### config.mk
export PLATFORM = sky130hd
export DESIGN_NAME = custom_register_window_with_copper_top
export DESIGN_NICKNAME = d
export VERILOG_FILES = /design/src/hdl/crwc_pkg.sv /design/src/hdl/crwc_regs.sv /design/src/hdl/crwc_copper.sv /design/src/hdl/custom_register_window_with_copper_top.sv
export SDC_FILE = /design/constraint.sdc
export NUM_CORES = 1
export LEC_CHECK = 0
export BUFFER_PORTS_ARGS = -buffer_cell sky130_fd_sc_hd__buf_4
export CORE_ASPECT_RATIO = 1.4
export CORE_MARGIN = 4
export CORE_UTILIZATION = 55
export DETAILED_ROUTE_END_ITERATION = 16
export PLACE_DENSITY = 0.78
export RECOVER_POWER = 100
export SETUP_SLACK_MARGIN = 0.3
export SLEW_MARGIN = 20
export SYNTH_ARGS = -nofsm -noshare
export SYNTH_HDL_FRONTEND = slang
export SYNTH_SLANG_ARGS = --single-unit
### constraint.sdc
create_clock -name clk_i -period 4.1 [get_ports clk_i]
set_input_delay 0.205 -clock clk_i [delete_from_list [all_inputs] [get_ports clk_i]]
set_output_delay 0.205 -clock clk_i [all_outputs]
set_load 0.05 [all_outputs]
### src/hdl/crwc_pkg.sv
// ----------------------------------------------------------------------------
// crwc_pkg
// Types, register offsets and codes of the custom register window.
// ----------------------------------------------------------------------------
package crwc_pkg;

  typedef enum logic [1:0] {
    OP_READ  = 2'd0,
    OP_WRITE = 2'd1,
    OP_TICK  = 2'd2,
    OP_NONE  = 2'd3
  } op_e;

  typedef enum logic [1:0] {
    ST_OK       = 2'd0,
    ST_RD_FAULT = 2'd1,
    ST_WR_FAULT = 2'd2
  } status_e;

  // Window offsets (bit 0 always clear)
  localparam logic [8:0] OFS_DMA_READ  = 9'h002;
  localparam logic [8:0] OFS_SER_STAT  = 9'h018;
  localparam logic [8:0] OFS_IEN_READ  = 9'h01C;
  localparam logic [8:0] OFS_IRQ_READ  = 9'h01E;
  localparam logic [8:0] OFS_COP_CTRL  = 9'h02E;
  localparam logic [8:0] OFS_SER_DATA  = 9'h030;
  localparam logic [8:0] OFS_SER_PER   = 9'h032;
  localparam logic [8:0] OFS_LOC_HI    = 9'h080;
  localparam logic [8:0] OFS_LOC_LO    = 9'h082;
  localparam logic [8:0] OFS_COP_JUMP  = 9'h088;
  localparam logic [8:0] OFS_DMA_WRITE = 9'h096;
  localparam logic [8:0] OFS_IEN_WRITE = 9'h09A;
  localparam logic [8:0] OFS_IRQ_WRITE = 9'h09C;
  localparam logic [8:0] OFS_MASK      = 9'h1FE;

  localparam logic [15:0] SER_READY   = 16'h2000;
  localparam int unsigned BIT_COP_DMA = 7;
  localparam int unsigned BIT_DMA_ALL = 9;
  localparam int unsigned BIT_INT_ALL = 14;
  localparam int unsigned BIT_VBLANK  = 5;
  localparam int unsigned BIT_SET_CLR = 15;

  localparam logic [2:0]  IRQ_LEVEL_VBLANK = 3'd3;
  localparam logic [31:0] COP_STEP         = 32'd4;
  localparam logic [15:0] COP_END_W0       = 16'hFFFF;
  localparam logic [15:0] COP_END_W1       = 16'hFFFE;

  // Configuration register indexes and reset values
  localparam logic [1:0]  CFG_COP_INTERVAL = 2'd0;
  localparam logic [1:0]  CFG_VBL_INTERVAL = 2'd1;
  localparam logic [7:0]  COP_INTERVAL_RST = 8'd4;
  localparam logic [15:0] VBL_INTERVAL_RST = 16'd20000;

  typedef struct packed {
    logic        valid;
    logic [1:0]  index;
    logic [15:0] data;
  } cfg_wr_t;

  typedef struct packed {
    logic        valid;
    logic [8:0]  ofs;
    logic [15:0] data;
  } wr_req_t;

  // Register file view handed to the copper
  typedef struct packed {
    logic        dma_ok;
    logic        jump;
    logic [31:0] location;
  } cop_ctl_t;

endpackage

### src/hdl/crwc_regs.sv
// ----------------------------------------------------------------------------
// crwc_regs
// Set/clear registers, copper location, bus decode and vblank timer.
// ----------------------------------------------------------------------------
module crwc_regs (
  input  logic               clk_i,
  input  logic               rst_ni,
  input  logic               en_i,
  input  crwc_pkg::op_e      op_i,
  input  logic [8:0]         ofs_i,
  input  logic [15:0]        data_i,
  input  crwc_pkg::wr_req_t  cop_wr_i,
  input  crwc_pkg::cfg_wr_t  cfg_i,
  output logic [15:0]        read_data_o,
  output crwc_pkg::status_e  status_o,
  output logic               serial_valid_o,
  output logic [7:0]         serial_byte_o,
  output logic [2:0]         irq_level_o,
  output crwc_pkg::cop_ctl_t ctl_o
);

  logic [14:0] dma_q, dma_d;
  logic [14:0] ien_q, ien_d;
  logic [14:0] irq_q, irq_d;
  logic [31:0] loc_q, loc_d;
  logic [15:0] vbl_phase_q, vbl_phase_d;
  logic [15:0] vbl_int_q;
  logic [16:0] vbl_sum;
  logic        jump;
  crwc_pkg::wr_req_t wr;

  function automatic logic [14:0] set_clr(input logic [14:0] now, input logic [15:0] word);
    if (word[crwc_pkg::BIT_SET_CLR]) begin
      return now | word[14:0];
    end
    return now & ~word[14:0];
  endfunction

  always_comb begin
    if (op_i == crwc_pkg::OP_WRITE) begin
      wr.valid = 1'b1;
      wr.ofs   = ofs_i;
      wr.data  = data_i;
    end else begin
      wr = cop_wr_i;
    end
  end

  always_comb begin
    dma_d          = dma_q;
    ien_d          = ien_q;
    irq_d          = irq_q;
    loc_d          = loc_q;
    vbl_phase_d    = vbl_phase_q;
    vbl_sum        = {1'b0, vbl_phase_q} + 17'd1;
    read_data_o    = '0;
    status_o       = crwc_pkg::ST_OK;
    serial_valid_o = 1'b0;
    serial_byte_o  = '0;
    jump           = 1'b0;

    if (op_i == crwc_pkg::OP_READ) begin
      case (ofs_i)
        crwc_pkg::OFS_SER_STAT: read_data_o = crwc_pkg::SER_READY;
        crwc_pkg::OFS_DMA_READ: read_data_o = {1'b0, dma_q};
        crwc_pkg::OFS_IEN_READ: read_data_o = {1'b0, ien_q};
        crwc_pkg::OFS_IRQ_READ: read_data_o = {1'b0, irq_q};
        default:                status_o    = crwc_pkg::ST_RD_FAULT;
      endcase
    end

    if (wr.valid) begin
      case (wr.ofs)
        crwc_pkg::OFS_SER_DATA: begin
          serial_valid_o = 1'b1;
          serial_byte_o  = wr.data[7:0];
        end
        crwc_pkg::OFS_SER_PER:   ;
        crwc_pkg::OFS_COP_CTRL:  ;
        crwc_pkg::OFS_DMA_WRITE: dma_d = set_clr(dma_q, wr.data);
        crwc_pkg::OFS_LOC_HI:    loc_d = {wr.data, loc_q[15:0]};
        crwc_pkg::OFS_LOC_LO:    loc_d = {loc_q[31:16], wr.data};
        crwc_pkg::OFS_COP_JUMP:  jump = 1'b1;
        crwc_pkg::OFS_IEN_WRITE: ien_d = set_clr(ien_q, wr.data);
        crwc_pkg::OFS_IRQ_WRITE: irq_d = set_clr(irq_q, wr.data);
        default:                 status_o = crwc_pkg::ST_WR_FAULT;
      endcase
    end

    // Raise vblank after any copper write of this tick
    if (op_i == crwc_pkg::OP_TICK) begin
      if (vbl_phase_q == '0) begin
        irq_d[crwc_pkg::BIT_VBLANK] = 1'b1;
      end
      vbl_phase_d = (vbl_sum >= {1'b0, vbl_int_q}) ? '0 : vbl_sum[15:0];
    end

    irq_level_o = (ien_d[crwc_pkg::BIT_INT_ALL] && ien_d[crwc_pkg::BIT_VBLANK] &&
                   irq_d[crwc_pkg::BIT_VBLANK]) ? crwc_pkg::IRQ_LEVEL_VBLANK : 3'd0;
  end

  assign ctl_o.jump     = jump;
  assign ctl_o.dma_ok   = dma_q[crwc_pkg::BIT_COP_DMA] && dma_q[crwc_pkg::BIT_DMA_ALL];
  assign ctl_o.location = loc_q;

  always_ff @(posedge clk_i or negedge rst_ni) begin
    if (!rst_ni) begin
      dma_q       <= '0;
      ien_q       <= '0;
      irq_q       <= '0;
      loc_q       <= '0;
      vbl_phase_q <= '0;
      vbl_int_q   <= crwc_pkg::VBL_INTERVAL_RST;
    end else begin
      if (en_i) begin
        dma_q       <= dma_d;
        ien_q       <= ien_d;
        irq_q       <= irq_d;
        loc_q       <= loc_d;
        vbl_phase_q <= vbl_phase_d;
      end
      if (cfg_i.valid && cfg_i.index == crwc_pkg::CFG_VBL_INTERVAL) begin
        vbl_int_q <= cfg_i.data;
      end
    end
  end

endmodule

### src/hdl/crwc_copper.sv
// ----------------------------------------------------------------------------
// crwc_copper
// Copper list stepper: program counter, beam counter, run flag and divider.
// ----------------------------------------------------------------------------
module crwc_copper (
  input  logic               clk_i,
  input  logic               rst_ni,
  input  logic               en_i,
  input  logic               tick_i,
  input  logic [15:0]        w0_i,
  input  logic [15:0]        w1_i,
  input  crwc_pkg::cop_ctl_t ctl_i,
  input  crwc_pkg::cfg_wr_t  cfg_i,
  output crwc_pkg::wr_req_t  wr_o,
  output logic [31:0]        fetch_addr_o,
  output logic               active_o
);

  logic [31:0] pc_q, pc_d;
  logic [7:0]  beam_q, beam_d;
  logic        run_q, run_d;
  logic [7:0]  phase_q, phase_d;
  logic [7:0]  int_q;
  logic [8:0]  phase_sum;
  logic        step;

  assign step      = tick_i && (phase_q == '0) && run_q && ctl_i.dma_ok;
  assign phase_sum = {1'b0, phase_q} + 9'd1;

  always_comb begin
    pc_d     = pc_q;
    beam_d   = beam_q;
    run_d    = run_q;
    phase_d  = phase_q;
    wr_o.valid = 1'b0;
    wr_o.ofs   = w0_i[8:0] & crwc_pkg::OFS_MASK;
    wr_o.data  = w1_i;

    if (step) begin
      if (!w0_i[0]) begin
        // MOVE: advance and write like the processor would
        pc_d       = pc_q + crwc_pkg::COP_STEP;
        wr_o.valid = 1'b1;
      end else if (!w1_i[0]) begin
        if (w0_i == crwc_pkg::COP_END_W0 && w1_i == crwc_pkg::COP_END_W1) begin
          run_d = 1'b0;
        end else if (beam_q >= w0_i[15:8]) begin
          pc_d = pc_q + crwc_pkg::COP_STEP;
        end else begin
          beam_d = beam_q + 8'd1;
        end
      end else begin
        pc_d = pc_q + crwc_pkg::COP_STEP;
      end
    end

    // Jump wins over the step of the same item
    if (ctl_i.jump) begin
      pc_d   = ctl_i.location;
      beam_d = '0;
      run_d  = 1'b1;
    end

    if (tick_i) begin
      phase_d = (phase_sum >= {1'b0, int_q}) ? '0 : phase_sum[7:0];
    end
  end

  assign fetch_addr_o = pc_d;
  assign active_o     = run_d;

  always_ff @(posedge clk_i or negedge rst_ni) begin
    if (!rst_ni) begin
      pc_q    <= '0;
      beam_q  <= '0;
      run_q   <= 1'b0;
      phase_q <= '0;
      int_q   <= crwc_pkg::COP_INTERVAL_RST;
    end else begin
      if (en_i) begin
        pc_q    <= pc_d;
        beam_q  <= beam_d;
        run_q   <= run_d;
        phase_q <= phase_d;
      end
      if (cfg_i.valid && cfg_i.index == crwc_pkg::CFG_COP_INTERVAL) begin
        int_q <= cfg_i.data[7:0];
      end
    end
  end

endmodule

### src/hdl/custom_register_window_with_copper_top.sv
// ----------------------------------------------------------------------------
// custom_register_window_with_copper_top
// Custom register window with set/clear registers and a copper coprocessor.
// ----------------------------------------------------------------------------
// Throughput: one item per cycle unless the output stalls; the input register
//   feeds one pass of decode and state update straight into the result
//   register; an accepted item passes both registers to become a result.
// Configuration writes are registered directly; cfg_ready_o is always high.
// Reset: asynchronous, active low; clears the state registers and both phase
//   counters, loads the intervals with 4 and 20000, and empties both stages.
module custom_register_window_with_copper_top (
  input  logic        clk_i,
  input  logic        rst_ni,
  input  logic        s_axis_tvalid,
  output logic        s_axis_tready,
  // [8:0] reg_offset, [24:9] write_data, [40:25] copper_first_word,
  // [56:41] copper_second_word, [63:57] zero
  input  logic [63:0] s_axis_tdata,
  // [1:0] operation
  input  logic [1:0]  s_axis_tuser,
  output logic        m_axis_tvalid,
  input  logic        m_axis_tready,
  // [15:0] read_data, [17:16] status, [18] serial_valid, [26:19] serial_byte,
  // [29:27] irq_level, [61:30] copper_fetch_address, [62] copper_active,
  // [63] zero
  output logic [63:0] m_axis_tdata,
  input  logic        cfg_valid_i,
  output logic        cfg_ready_o,
  input  logic [1:0]  cfg_index_i,
  input  logic [15:0] cfg_data_i
);

  logic              in_valid_q;
  crwc_pkg::op_e     op_q;
  logic [8:0]        ofs_q;
  logic [15:0]       data_q, w0_q, w1_q;
  logic              out_valid_q;
  logic [63:0]       out_data_q, out_data_d;
  logic              advance;
  logic              take;

  crwc_pkg::cfg_wr_t  cfg;
  crwc_pkg::wr_req_t  cop_wr;
  crwc_pkg::cop_ctl_t ctl;
  crwc_pkg::status_e  status;
  logic [15:0]        read_data;
  logic               serial_valid;
  logic [7:0]         serial_byte;
  logic [2:0]         irq_level;
  logic [31:0]        fetch_addr;
  logic               active;

  assign advance       = in_valid_q && (!out_valid_q || m_axis_tready);
  assign s_axis_tready = !in_valid_q || advance;
  assign take          = s_axis_tvalid && s_axis_tready;

  assign cfg_ready_o = 1'b1;
  assign cfg.valid   = cfg_valid_i;
  assign cfg.index   = cfg_index_i;
  assign cfg.data    = cfg_data_i;

  crwc_regs u_regs (
    .clk_i          (clk_i),
    .rst_ni         (rst_ni),
    .en_i           (advance),
    .op_i           (op_q),
    .ofs_i          (ofs_q),
    .data_i         (data_q),
    .cop_wr_i       (cop_wr),
    .cfg_i          (cfg),
    .read_data_o    (read_data),
    .status_o       (status),
    .serial_valid_o (serial_valid),
    .serial_byte_o  (serial_byte),
    .irq_level_o    (irq_level),
    .ctl_o          (ctl)
  );

  crwc_copper u_copper (
    .clk_i        (clk_i),
    .rst_ni       (rst_ni),
    .en_i         (advance),
    .tick_i       (op_q == crwc_pkg::OP_TICK),
    .w0_i         (w0_q),
    .w1_i         (w1_q),
    .ctl_i        (ctl),
    .cfg_i        (cfg),
    .wr_o         (cop_wr),
    .fetch_addr_o (fetch_addr),
    .active_o     (active)
  );

  assign out_data_d = {1'b0, active, fetch_addr, irq_level, serial_byte,
                       serial_valid, status, read_data};

  // Control state
  always_ff @(posedge clk_i or negedge rst_ni) begin
    if (!rst_ni) begin
      in_valid_q  <= 1'b0;
      out_valid_q <= 1'b0;
    end else begin
      if (take) begin
        in_valid_q <= 1'b1;
      end else if (advance) begin
        in_valid_q <= 1'b0;
      end
      if (advance) begin
        out_valid_q <= 1'b1;
      end else if (m_axis_tready) begin
        out_valid_q <= 1'b0;
      end
    end
  end

  // Payload: hold while stalled
  always_ff @(posedge clk_i) begin
    if (take) begin
      op_q   <= crwc_pkg::op_e'(s_axis_tuser);
      ofs_q  <= s_axis_tdata[8:0] & crwc_pkg::OFS_MASK;
      data_q <= s_axis_tdata[24:9];
      w0_q   <= s_axis_tdata[40:25];
      w1_q   <= s_axis_tdata[56:41];
    end
    if (advance) begin
      out_data_q <= out_data_d;
    end
  end

  assign m_axis_tvalid = out_valid_q;
  assign m_axis_tdata  = out_data_q;

endmodule

==> impl_metrics.env <==
export IMPL_outcome="finished with violations"
export IMPL_violations="max-capacitance violations, max-slew violations"
export IMPL_syn_inst=1332
export IMPL_gp_congestion=0.9188
export IMPL_slew_headroom=-0.7330
export IMPL_hold_class="in2reg"
export IMPL_critPathMaxStageDelay_ns=0.84
export IMPL_fp_dieArea_um2=29120
export IMPL_cts_tree="done"
export IMPL_multi_input_area_um2=6126
export IMPL_hold_ws_ns=0.1114
export IMPL_ys_ff_latch=286
export IMPL_synth_top_area_share=0.2790
export IMPL_dr_pass1_iters=5
export IMPL_core_um2=26100
export IMPL_yosys_area_top_type="dfrtp_1"
export IMPL_fillers=2016
export IMPL_numClockSinks=286
export IMPL_ant_nets=0
export IMPL_clock_skew_ns=0.01211
export IMPL_p_comb_frac=0.137
export IMPL_yosys_cell_count_top_type="dfrtp_1"
export IMPL_cts_resized=0
export IMPL_hold_violations=0
export IMPL_die_w_um=145.4
export IMPL_leakage_nw=7.140
export IMPL_p_int_w=0.005204
export IMPL_power_frac_seq=0.470
export IMPL_synth_edf_count=118
export IMPL_worstHoldStart="cfg_index_i[0]"
export IMPL_seq_area_frac_synth=0.5337
export IMPL_placed_cells=1746
export IMPL_ir_drop_uv=415.7
export IMPL_pwr_share_clk=0.393
export IMPL_gr_total_overflow=0
export IMPL_cp_end_kind="flop"
export IMPL_grt_pass1_vias=11350
export IMPL_wl_mm=37.60
export IMPL_synthFlopType="dfrtp_1"
export IMPL_grt_max_degree=105
export IMPL_min_period_over_period=0.8555
export IMPL_rr_startpoint="op_q[0]$_DFFE_PP_"
export IMPL_grt_usage=0.2535
export IMPL_initial_core_util=0.5568
export IMPL_diodes=0
export IMPL_slowest_stage="nor2b_1"
export IMPL_cap_viol_max_count=3
export IMPL_synth_area_um2=14530
export IMPL_path_clk_slew_ns=0.06
export IMPL_port_buffers=143
export IMPL_worst_slew_pin_slew_ns=2.599
export IMPL_vias_per_cell=6.091
export IMPL_max_freq_mhz=285.1
export IMPL_cp_max_fo=22
export IMPL_seqCellArea_um2=7755
export IMPL_antenna_found_initial=0
export IMPL_synthArstFlopShare=0.5874
export IMPL_cp_cell_sequence="nor2b_1 > mux2i_1 > a21oi_1 > nand3b_1 > nor2_1 > mux2_2"
export IMPL_grt_pass1_wl_mm=59.91
export IMPL_areaGrowthSynthToFinish_pct=19.03
export IMPL_netSwitchingFraction=0.2629
export IMPL_start_kind="flop"
export IMPL_vias=11430
export IMPL_clock_path_buffers=3
export IMPL_nNetsFinal=1657
export IMPL_synthTopCellsByArea="dfrtp_1 (28%), edfxtp_1 (24%), ha_1 (3.3%)"
export IMPL_drc_errors=0
export IMPL_clk_latency_ns=0.56
export IMPL_io_pins=156
export IMPL_drive_above_1_share=0.1566
export IMPL_rsz0062_at_grt="false"
export IMPL_synthTopCellsByCount="dfrtp_1 (162), edfxtp_1 (118), nand2_1 (104)"
export IMPL_slew_violations=211
export IMPL_power_switching_w=0.001856
export IMPL_stdcell_count=1876
export IMPL_dp_hpwl_mm=24.86
export IMPL_path_buf_inv=0
export IMPL_htree_num_levels=1
export IMPL_drt_initial_drc_count=879
export IMPL_critPathRequiredTime_ns=4.54
export IMPL_fp_row_count=70
export IMPL_p_per_area_nw_per_um2=408.2
export IMPL_setup_viol=0
export IMPL_min_period_ns=3.507
export IMPL_die_y_um=200.3
export IMPL_yosys_warnings=0
export IMPL_worstSetupPathType="reg2reg"
export IMPL_cts_buffers=28
export IMPL_cp_top_family="simple AND/OR/NAND/NOR gates"
export IMPL_synth_cell_type_count=86
export IMPL_cp_startpoint="op_q[0]$_DFFE_PP_"
export IMPL_root_buffer="clkbuf_16"
export IMPL_synth_avg_cell_area_um2=10.91
export IMPL_wl_per_cell_um=20.04
export IMPL_arrival_ns=3.95
export IMPL_tns_ns=0
power groups by stage:
stage | registers (W) | logic [W] | clock network, W
after floorplan | 0.00343 | 0.000506 | 0
after global placement | 0.00336 | 0.000891 | 0
after detailed placement | 0.00336 | 0.000925 | 0
after CTS | 0.00331 | 0.000993 | 0.00280
after global routing | 0.00334 | 0.00106 | 0.00293
final | 0.00332 | 0.000969 | 0.00277
tightest hold or removal path, delay by kind of cell:
kind                   cells  cell delay (ns)
buffers and inverters      2             0.27
and+or+nand+nor            2             0.11
AOI/OAI and AO/OA          1             0.07
cell type report:
class,count,share of cell area
sequential,286,0.4484
multi-input combinational,910,0.3542
timing repair buffer,250,0.1042
clock buffer,37,0.04782
tap,324,0.02344
inverter,54,0.01186
clock inverter,15,0.01013
stage by stage:
| step | util | setup WS (ns) | power (W) | area (µm²) |
|---|---|---|---|---|
| finish | 0.6627 | 0.5926 | 0.007060 | 17300 |
| global placement | 0.6073 | 1.057 | 0.004248 | 15850 |
| global route | 0.6627 | 0.2788 | 0.007325 | 17300 |
| CTS | 0.6756 | 0.8998 | 0.007103 | 17630 |
| floorplan | - | 0.4369 | 0.003939 | 14540 |
| detailed placement | 0.6073 | 0.9695 | 0.004289 | 15850 |
cell families after synthesis:
family | after synthesis | share of synthesized area
simple gates | 446 | 0.1683
compound gates | 307 | 0.1428
flops | 286 | 0.5337
buf+inv | 138 | 0.04322
mux | 68 | 0.05046
xor+xnor | 47 | 0.02833
fa+ha+maj | 38 | 0.03272
other cells | 2 | 0.0005168
per-layer routing:
layer,global-route usage,routed length [µm]
met5,0,0
met4,0.1198,1864
met3,0.02874,1987
met2,0.4596,19590
met1,0.2997,14150
cells in the final DEF, fill, tap and decap left out, types with 6 or more instances in the layout:
cell type / count
dfrtp_1: 162
edfxtp_1: 118
nand2_1: 104
nor2_1: 99
a21oi_1: 78
dlygate4sd3_1: 78
clkbuf_1: 73
o21ai_0: 60
inv_1: 53
o31ai_1: 53
clkbuf_4: 52
nand3_1: 51
nand4_1: 45
buf_4: 42
mux2_2: 41
ha_1: 38
clkbuf_16: 30
xnor2_1: 27
and3_1: 24
mux2i_1: 24
nor3_1: 21
xor2_1: 20
a31oi_1: 18
a22oi_1: 17
nand3b_1: 15
o22ai_1: 12
a32o_1: 11
clkinv_2: 11
a2bb2oi_1: 10
nor4_1: 9
nor2b_1: 7
nand2b_1: 7
nor3_2: 7
or3_1: 7
clkbuf_2: 6
dfstp_2: 6
path summary, 6_finish.rpt:
path | end | slack [ns] | depth (start not counted)
worst max-delay path | flop | 0.59 | 6
worst min-delay path | u_copper.int_q[2]$_DFFE_PN1P_ | 0.11 | 5
worst max register to register | flop | 0.59 | 6
worst min register to register | u_regs.loc_q[21]$_DFFE_PN0P_ | 0.48 | 2
max in group asynchronous | u_copper.pc_q[30]$_DFFE_PN0P_ | 1.02 | 3
min in group asynchronous | u_regs.vbl_int_q[12]$_DFFE_PN0P_ | 0.97 | 2
repair_timing:
action | CTS | global route
hold endpoints to repair | 180 | 0
setup buffers | 0 | 0
hold buffers | 78 | 0
Note: power is estimated with default switching activity, not from simulation.
